`src/rtl/core/swm_pkg.sv`:
```
`timescale 1ns / 1ps

package swm_pkg;

  // Fixed field widths
  localparam int VALUE_BITS = 8;
  localparam int CFG_BITS   = 7;

  // Status a cell reports to the row
  typedef struct packed {
    logic del;   // this cell holds the expiring sample
    logic gt;    // empty, or value above the incoming sample
  } cell_stat_t;

  // What a cell sees of its neighbors
  typedef struct packed {
    logic sh_left;   // deletion at or below the left neighbor
    logic sh_self;   // deletion at or below this cell
    logic gt_left;   // left neighbor above the incoming sample (0 for the first cell)
    logic gt_right;  // right neighbor above the incoming sample (1 for the last cell)
  } cell_nbr_t;

endpackage

```
`src/rtl/core/swm_cell.sv`:
```
`timescale 1ns / 1ps

module swm_cell #(
  parameter int AGE_BITS = 6
) (
  input  logic                                 clk,
  input  logic                                 rst,
  input  logic                                 clear,
  input  logic                                 advance,
  input  logic [swm_pkg::VALUE_BITS-1:0]       sample,
  input  logic                                 full,
  input  logic [AGE_BITS-1:0]                  age_last,
  input  logic [swm_pkg::VALUE_BITS+AGE_BITS:0] left_ent,
  input  logic [swm_pkg::VALUE_BITS+AGE_BITS:0] right_ent,
  input  swm_pkg::cell_nbr_t                   nbr,
  output logic [swm_pkg::VALUE_BITS+AGE_BITS:0] ent,
  output swm_pkg::cell_stat_t                  stat
);

  localparam int VB = swm_pkg::VALUE_BITS;
  localparam int EW = 1 + VB + AGE_BITS;

  logic                valid;
  logic [VB-1:0]       value;
  logic [AGE_BITS-1:0] age;

  logic [EW-1:0]       d_self;
  logic [EW-1:0]       d_left;
  logic                gd_self;
  logic                gd_left;
  logic                valid_next;
  logic [VB-1:0]       value_next;
  logic [AGE_BITS-1:0] age_next;

  assign ent = {valid, value, age};

  // Local compare against the incoming sample and expiry check
  assign stat.gt  = !valid || (value > sample);
  assign stat.del = full && valid && (age == age_last);

  // Row as it stands once the expiring entry is taken out
  assign d_self  = nbr.sh_self ? right_ent : ent;
  assign gd_self = nbr.sh_self ? nbr.gt_right : stat.gt;
  assign d_left  = nbr.sh_left ? ent : left_ent;
  assign gd_left = nbr.sh_left ? stat.gt : nbr.gt_left;

  // Sorted insert: keep, take the new sample, or take the left entry
  always_comb begin
    if (!gd_self) begin
      valid_next = d_self[EW-1];
      value_next = d_self[EW-2 -: VB];
      age_next   = d_self[AGE_BITS-1:0] + 1'b1;
    end else if (!gd_left) begin
      valid_next = 1'b1;
      value_next = sample;
      age_next   = '0;
    end else begin
      valid_next = d_left[EW-1];
      value_next = d_left[EW-2 -: VB];
      age_next   = d_left[AGE_BITS-1:0] + 1'b1;
    end
  end

  always_ff @(posedge clk) begin
    if (rst || clear) begin
      valid <= 1'b0;
    end else if (advance) begin
      valid <= valid_next;
    end
  end

  always_ff @(posedge clk) begin
    if (advance) begin
      value <= value_next;
      age   <= age_next;
    end
  end

endmodule

```
`src/rtl/core/sliding_window_median_core.sv`:
```
`timescale 1ns / 1ps

// Channel   Direction  Ports                          Payload
// s_*       in         s_tvalid/s_tready/s_tdata      sample
// m_*       out        m_tvalid/m_tready/m_tdata      median
// cfg_*     in         cfg_wr_en/cfg_wr_data          window_size
//
// One sample per cycle while s_tready is high. The window lives in a row of
// WINDOW_MAX cells kept in ascending order; each request removes the expiring
// entry and inserts the new one in that same cycle. The median is marked
// pending, then loaded into an output register once it is free. Synchronous
// reset empties the row and sets the window to 64 (or WINDOW_MAX if smaller).
// A stalled output holds back at most one further request.

module sliding_window_median_core #(
  parameter int WINDOW_MAX = 64
) (
  input  logic       clk,
  input  logic       rst,
  input  logic       s_tvalid,
  output logic       s_tready,
  input  logic [7:0] s_tdata,     // [7:0] sample
  output logic       m_tvalid,
  input  logic       m_tready,
  output logic [7:0] m_tdata,     // [7:0] median
  input  logic       cfg_wr_en,
  input  logic [6:0] cfg_wr_data
);

  localparam int VB       = swm_pkg::VALUE_BITS;
  localparam int AGE_BITS = (WINDOW_MAX > 1) ? $clog2(WINDOW_MAX) : 1;
  localparam int KW       = $clog2(WINDOW_MAX + 1);
  localparam int EW       = 1 + VB + AGE_BITS;
  localparam int RESET_K  = (WINDOW_MAX < 64) ? WINDOW_MAX : 64;

  logic [KW-1:0]         k;
  logic [KW-1:0]         seen;
  logic                  pend;
  logic [VB-1:0]         median;

  logic [KW-1:0]         k_next;
  logic [31:0]           cfg_ext;
  logic                  full;
  logic                  produces;
  logic                  can_load;
  logic                  accept;
  logic [AGE_BITS-1:0]   age_last;
  logic [AGE_BITS-1:0]   mid;
  logic [WINDOW_MAX-1:0] del_vec;
  logic [WINDOW_MAX-1:0] gt_vec;
  logic [WINDOW_MAX-1:0] valid_vec;
  logic [WINDOW_MAX-1:0] sh_vec;
  logic [EW-1:0]         ent [WINDOW_MAX];

  // Handshake
  assign can_load = !m_tvalid || m_tready;
  assign s_tready = !pend || can_load;
  assign accept   = s_tvalid && s_tready;

  assign full     = (seen == k);
  assign produces = full || (KW'(seen + 1'b1) == k);
  assign age_last = AGE_BITS'(k - 1'b1);
  assign mid      = AGE_BITS'(k >> 1);

  // Window size clamp on write
  assign cfg_ext = 32'(cfg_wr_data);
  always_comb begin
    if (cfg_ext == 32'd0) begin
      k_next = KW'(1);
    end else if (cfg_ext > 32'(WINDOW_MAX)) begin
      k_next = KW'(WINDOW_MAX);
    end else begin
      k_next = KW'(cfg_ext);
    end
  end

  // Deletion shift flags: prefix OR of the one-hot expiry vector
  always_comb begin
    sh_vec = del_vec;
    for (int s = 0; s < AGE_BITS; s++) begin
      sh_vec = sh_vec | (sh_vec << (1 << s));
    end
  end

  // Row of cells
  for (genvar i = 0; i < WINDOW_MAX; i++) begin : g_cell
    swm_pkg::cell_stat_t stat;
    swm_pkg::cell_nbr_t  nbr;
    logic [EW-1:0]       left_ent;
    logic [EW-1:0]       right_ent;

    if (i == 0) begin : g_first
      assign left_ent    = '0;
      assign nbr.sh_left = 1'b0;
      assign nbr.gt_left = 1'b0;
    end else begin : g_inner_l
      assign left_ent    = ent[i-1];
      assign nbr.sh_left = sh_vec[i-1];
      assign nbr.gt_left = gt_vec[i-1];
    end

    if (i == WINDOW_MAX - 1) begin : g_last
      assign right_ent    = '0;
      assign nbr.gt_right = 1'b1;
    end else begin : g_inner_r
      assign right_ent    = ent[i+1];
      assign nbr.gt_right = gt_vec[i+1];
    end

    assign nbr.sh_self = sh_vec[i];
    assign del_vec[i]  = stat.del;
    assign gt_vec[i]   = stat.gt;
    assign valid_vec[i] = ent[i][EW-1];

    swm_cell #(
      .AGE_BITS(AGE_BITS)
    ) u_cell (
      .clk      (clk),
      .rst      (rst),
      .clear    (cfg_wr_en),
      .advance  (accept),
      .sample   (s_tdata),
      .full     (full),
      .age_last (age_last),
      .left_ent (left_ent),
      .right_ent(right_ent),
      .ent      (ent[i]),
      .nbr      (nbr),
      .stat     (stat)
    );
  end

  // Median tap: element of rank k/2+1
  assign median = ent[mid][EW-2 -: VB];

  // Window size and fill count
  always_ff @(posedge clk) begin
    if (rst) begin
      k    <= KW'(RESET_K);
      seen <= '0;
    end else if (cfg_wr_en) begin
      k    <= k_next;
      seen <= '0;
    end else if (accept && !full) begin
      seen <= KW'(seen + 1'b1);
    end
  end

  // Pending median and output register
  always_ff @(posedge clk) begin
    if (rst || cfg_wr_en) begin
      pend <= 1'b0;
    end else if (accept) begin
      pend <= produces;
    end else if (can_load) begin
      pend <= 1'b0;
    end
  end

  always_ff @(posedge clk) begin
    if (rst) begin
      m_tvalid <= 1'b0;
    end else if (pend && can_load) begin
      m_tvalid <= 1'b1;
    end else if (m_tready) begin
      m_tvalid <= 1'b0;
    end
  end

  always_ff @(posedge clk) begin
    if (pend && can_load) begin
      m_tdata <= median;
    end
  end

  // Checks
  a_fill_count : assert property (@(posedge clk) disable iff (rst)
    $countones(valid_vec) == 32'(seen))
    else $error("occupied cells differ from fill count");

  a_one_expiry : assert property (@(posedge clk) disable iff (rst)
    $onehot0(del_vec))
    else $error("more than one cell expiring");

  a_pend_full : assert property (@(posedge clk) disable iff (rst)
    pend |-> full)
    else $error("median pending with window not full");

endmodule

```
`config.mk`:
```
export PLATFORM = sky130hd
export DESIGN_NAME = sliding_window_median_core
export DESIGN_NICKNAME = d
export VERILOG_FILES = /design/src/rtl/core/swm_pkg.sv /design/src/rtl/core/swm_cell.sv /design/src/rtl/core/sliding_window_median_core.sv
export SDC_FILE = /design/constraint.sdc
export NUM_CORES = 2
export LEC_CHECK = 0
export BUFFER_PORTS_ARGS = -buffer_cell sky130_fd_sc_hd__buf_4
export CELL_PAD_IN_SITES_DETAIL_PLACEMENT = 0
export CELL_PAD_IN_SITES_GLOBAL_PLACEMENT = 1
export CORE_ASPECT_RATIO = 1.25
export CORE_UTILIZATION = 50
export CTS_BUF_LIST = sky130_fd_sc_hd__clkbuf_8
export DETAILED_ROUTE_END_ITERATION = 10
export PLACE_DENSITY_LB_ADDON = 0.1
export SETUP_SLACK_MARGIN = 0.15
export SYNTH_ARGS = -nofsm -noshare
export SYNTH_HDL_FRONTEND = slang
export SYNTH_HIERARCHICAL = 1
export SYNTH_SLANG_ARGS = --single-unit
export TNS_END_PERCENT = 50
```
`constraint.sdc`:
```
create_clock -name clk -period 18.77 [get_ports clk]
set_input_delay 3.754 -clock clk [delete_from_list [all_inputs] [get_ports clk]]
set_output_delay 3.754 -clock clk [all_outputs]
set_load 0.1 [all_outputs]
```
==> results.ini <==
[status]
status=finished with violations
violations=max-capacitance violations

[global_route]
grt-ovfl-total=0
grt_pass1_vias=83476
top_usage_layer=met2
grt_max_degree=164
use_met1_pct=38.8
grt_usage_pct=31.5
met3_usage_pct=4.90
grt_pass1_wl_um=492000
gr-usage-met2_pct=54.6
antenna_found_initial=5

[synth]
synth-edff-count=904
synth-seq-area-share_pct=29.3
synth-warning-count=6
avgSynthCellArea_sq_um=9.04
syn_area_sq_um=98200
synth_ff_type=edfxtp_1
ys_types=78
syn_inst=10857
async_flop_share_pct=0
ys_ff_latch=984

[final_layout]
mostFrequentLayoutCells=nand2_1 (1000), nor2_1 (905), edfxtp_1 (904), inv_1 (876), mux2i_1 (845)
layout_commonest_cell=nand2_1
seq_area_sq_um=28800
synthToLayoutAreaGrowth_pct=5.81
fin_util_pct=53.3
drive_gt1_share_pct=12.4
multiInputGateArea_sq_um=64000
fin_nets=11383
layout.cells.non_filler=13449
fill_cells=18233

[sta]
post-route-period-util_pct=46.6
setup_tns_ns=0
final-setup-viol-count=0
hold_viol=0
fmax_mhz=114
slew_headroom_pct=2.42
slew_viol_final=0
worst_pin_slew_ns=1.45
grt_setup_unrepaired=false
setup_ws_ns=10.03
skew_ns=0.0592
post-route-min-period_ns=8.74

[worst_setup_path]
critPathBufInv=7
crit_required_ns=19.37
slowest_stage=nand2_1
crit_path_start=k[0]
crit_fanout=39
crit_chain=inv_6 -> ha_1 -> xor2_4 -> buf_4 -> buf_4 -> buf_4 -> xor2_1 -> nor4_1 -> or3_1 -> nor3_1 -> and3_1 -> inv_4 -> nor4_4 -> buf_4 -> nand2_1 -> inv_1 -> nand2_1 -> o21bai_1
critPathLaunchType=flip-flop
path_class=flip-flop to flip-flop
worstPathArrival_ns=9.34
worstReg2RegStart=k[0]
critical-path-max-stage-delay_ns=0.76
cpMostUsedCell=buf_4
endpoint_kind=flip-flop
crit_family=buffers and inverters

[routing]
drtPass1Iterations=8
wire_per_inst_um=23.9
drt-vias-per-instance=6.26
drt.antenna.violating_nets=0
vias=84162
totalWireLength_um=321000
drt_first_iter_violations=6718
drc_errors=0

[clocking]
cts_tree=built
clock_latency_ns=0.99
cts_buffers=184
cts.sink_count=984
clk_transition_reported_paths_ns=0.06
cts-root-buf=clkbuf_8
cts-resized-gates=0
clockBufferDepth=3
ctsHtreeMaxLevel=4
hold_buffers=0
postCtsSetupRepairBufs=0

[worst_hold_path]
hp-class=flip-flop to flip-flop
hold_start=pend

[die]
die_x_um=398
fp.dieArea_sq_um=198000
rows=181
pin_count=30
die_y_um=497
core_area_sq_um=195000
initial_core_util_pct=50.4

[power_and_ir_drop]
p_per_area_nw_per_um2=86.4
leakagePower_nw=41.4
ir_drop_mv=0.0770
power_w=0.00897

[place]
port-buffer-count=29
numPlacedInstances=13097
routabilityCongestion=0.924
dp_hpwl_um=227000
pre_cts_ws_ns=9.84

[run]
cap_violations=1

-- path summary, 6_finish.rpt --
kind	to	slack, ns	cells past startpoint
setup / recovery	g_cell[51].u_cell/value[0]	10.03	18
hold / removal	m_tvalid	0.51	2
setup reg to reg	g_cell[51].u_cell/value[0]	10.03	18
hold reg to reg	m_tvalid	0.51	2
-- where the power goes --
group          total (W)  switching, W  internal [W]  leakage, nW
clock network    0.00216       0.00105       0.00111         2.16
logic            0.00321       0.00175       0.00145         29.7
registers        0.00360      0.000657       0.00295         9.57
total            0.00897       0.00346       0.00551         41.4
-- cell usage after synthesis (all sizes together) (48+ instances only) --
cell	n	area share [%]
a31oi	95	0.61
inv	831	3.2
ha	642	8.2
mux2i	845	8.6
nand4	180	1.1
buf	291	1.8
dfxtp	80	1.6
xor2	326	2.9
o21bai	48	0.37
o22ai	412	2.6
o221ai	48	0.73
o21a	111	0.85
or3	66	0.42
clkbuf	197	0.75
nand3b	139	1.1
a21oi	747	4.1
xnor2	589	5.3
mux2	384	4.4
edfxtp	904	28
mux4	128	2.9
o21ai	760	3.9
a32oi	111	1.3
nor2b	185	1.3
nand3	213	1.1
nor2	905	3.5
nand2	1047	4.1
o211ai	131	1.3
nor4	72	0.49
-- registers in the layout (all words and copies together), names as in the netlist --
name / flops
g_cell.u_cell/value: 512
g_cell.u_cell/age: 384
g_cell.u_cell/valid: 64
m_tdata: 8
k: 7
seen: 7
m_tvalid: 1
pend: 1
-- cell families after synthesis --
group,synth area share (%)
and+or+nand+nor,14.2
AOI/OAI and AO/OA,18.4
muxes,16.0
buffers and inverters,5.77
DFF,29.3
xor gates and xnor gates,8.16
adders and majority gates,8.18
other,0.00765
-- cell type report --
cell class                      count  area share [%]
Inverter                          831            3.02
Tap cell                         2562            3.09
Clock buffer                      213            2.82
Multi-Input combinational cell   8592            61.6
Antenna cell                        5          0.0120
Timing Repair Buffer              128            1.06
Clock inverter                    134           0.720
Sequential cell                   984            27.7
-- stage by stage --
stage	cell area [sq um]	hold WS, ns
after floorplan	98300	0.478
after global placement	100000	0.501
after detailed placement	100000	0.498
after CTS	104000	0.509
after global routing	104000	0.549
final	104000	0.508
-- worst reg2reg max path, cell delays in order (launching register included) --
cell and delay [ns]:
dfxtp_1 0.37, inv_6 0.65, ha_1 0.40, xor2_4 0.26, buf_4 0.75, buf_4 0.50
buf_4 0.57, xor2_1 0.23, nor4_1 0.07, or3_1 0.39, nor3_1 0.50, and3_1 0.60
inv_4 0.36, nor4_4 0.37, buf_4 0.36, nand2_1 0.79, inv_1 0.45, nand2_1 0.09
o21bai_1 0.68
-- layer usage --
metal	vias to the layer above	share of wire, %
li1	39483	-
met2	2866	49
met5	-	0.012
met3	701	6.5
met4	6	4.1
met1	41106	41
Note: power is estimated with default switching activity, not from simulation.
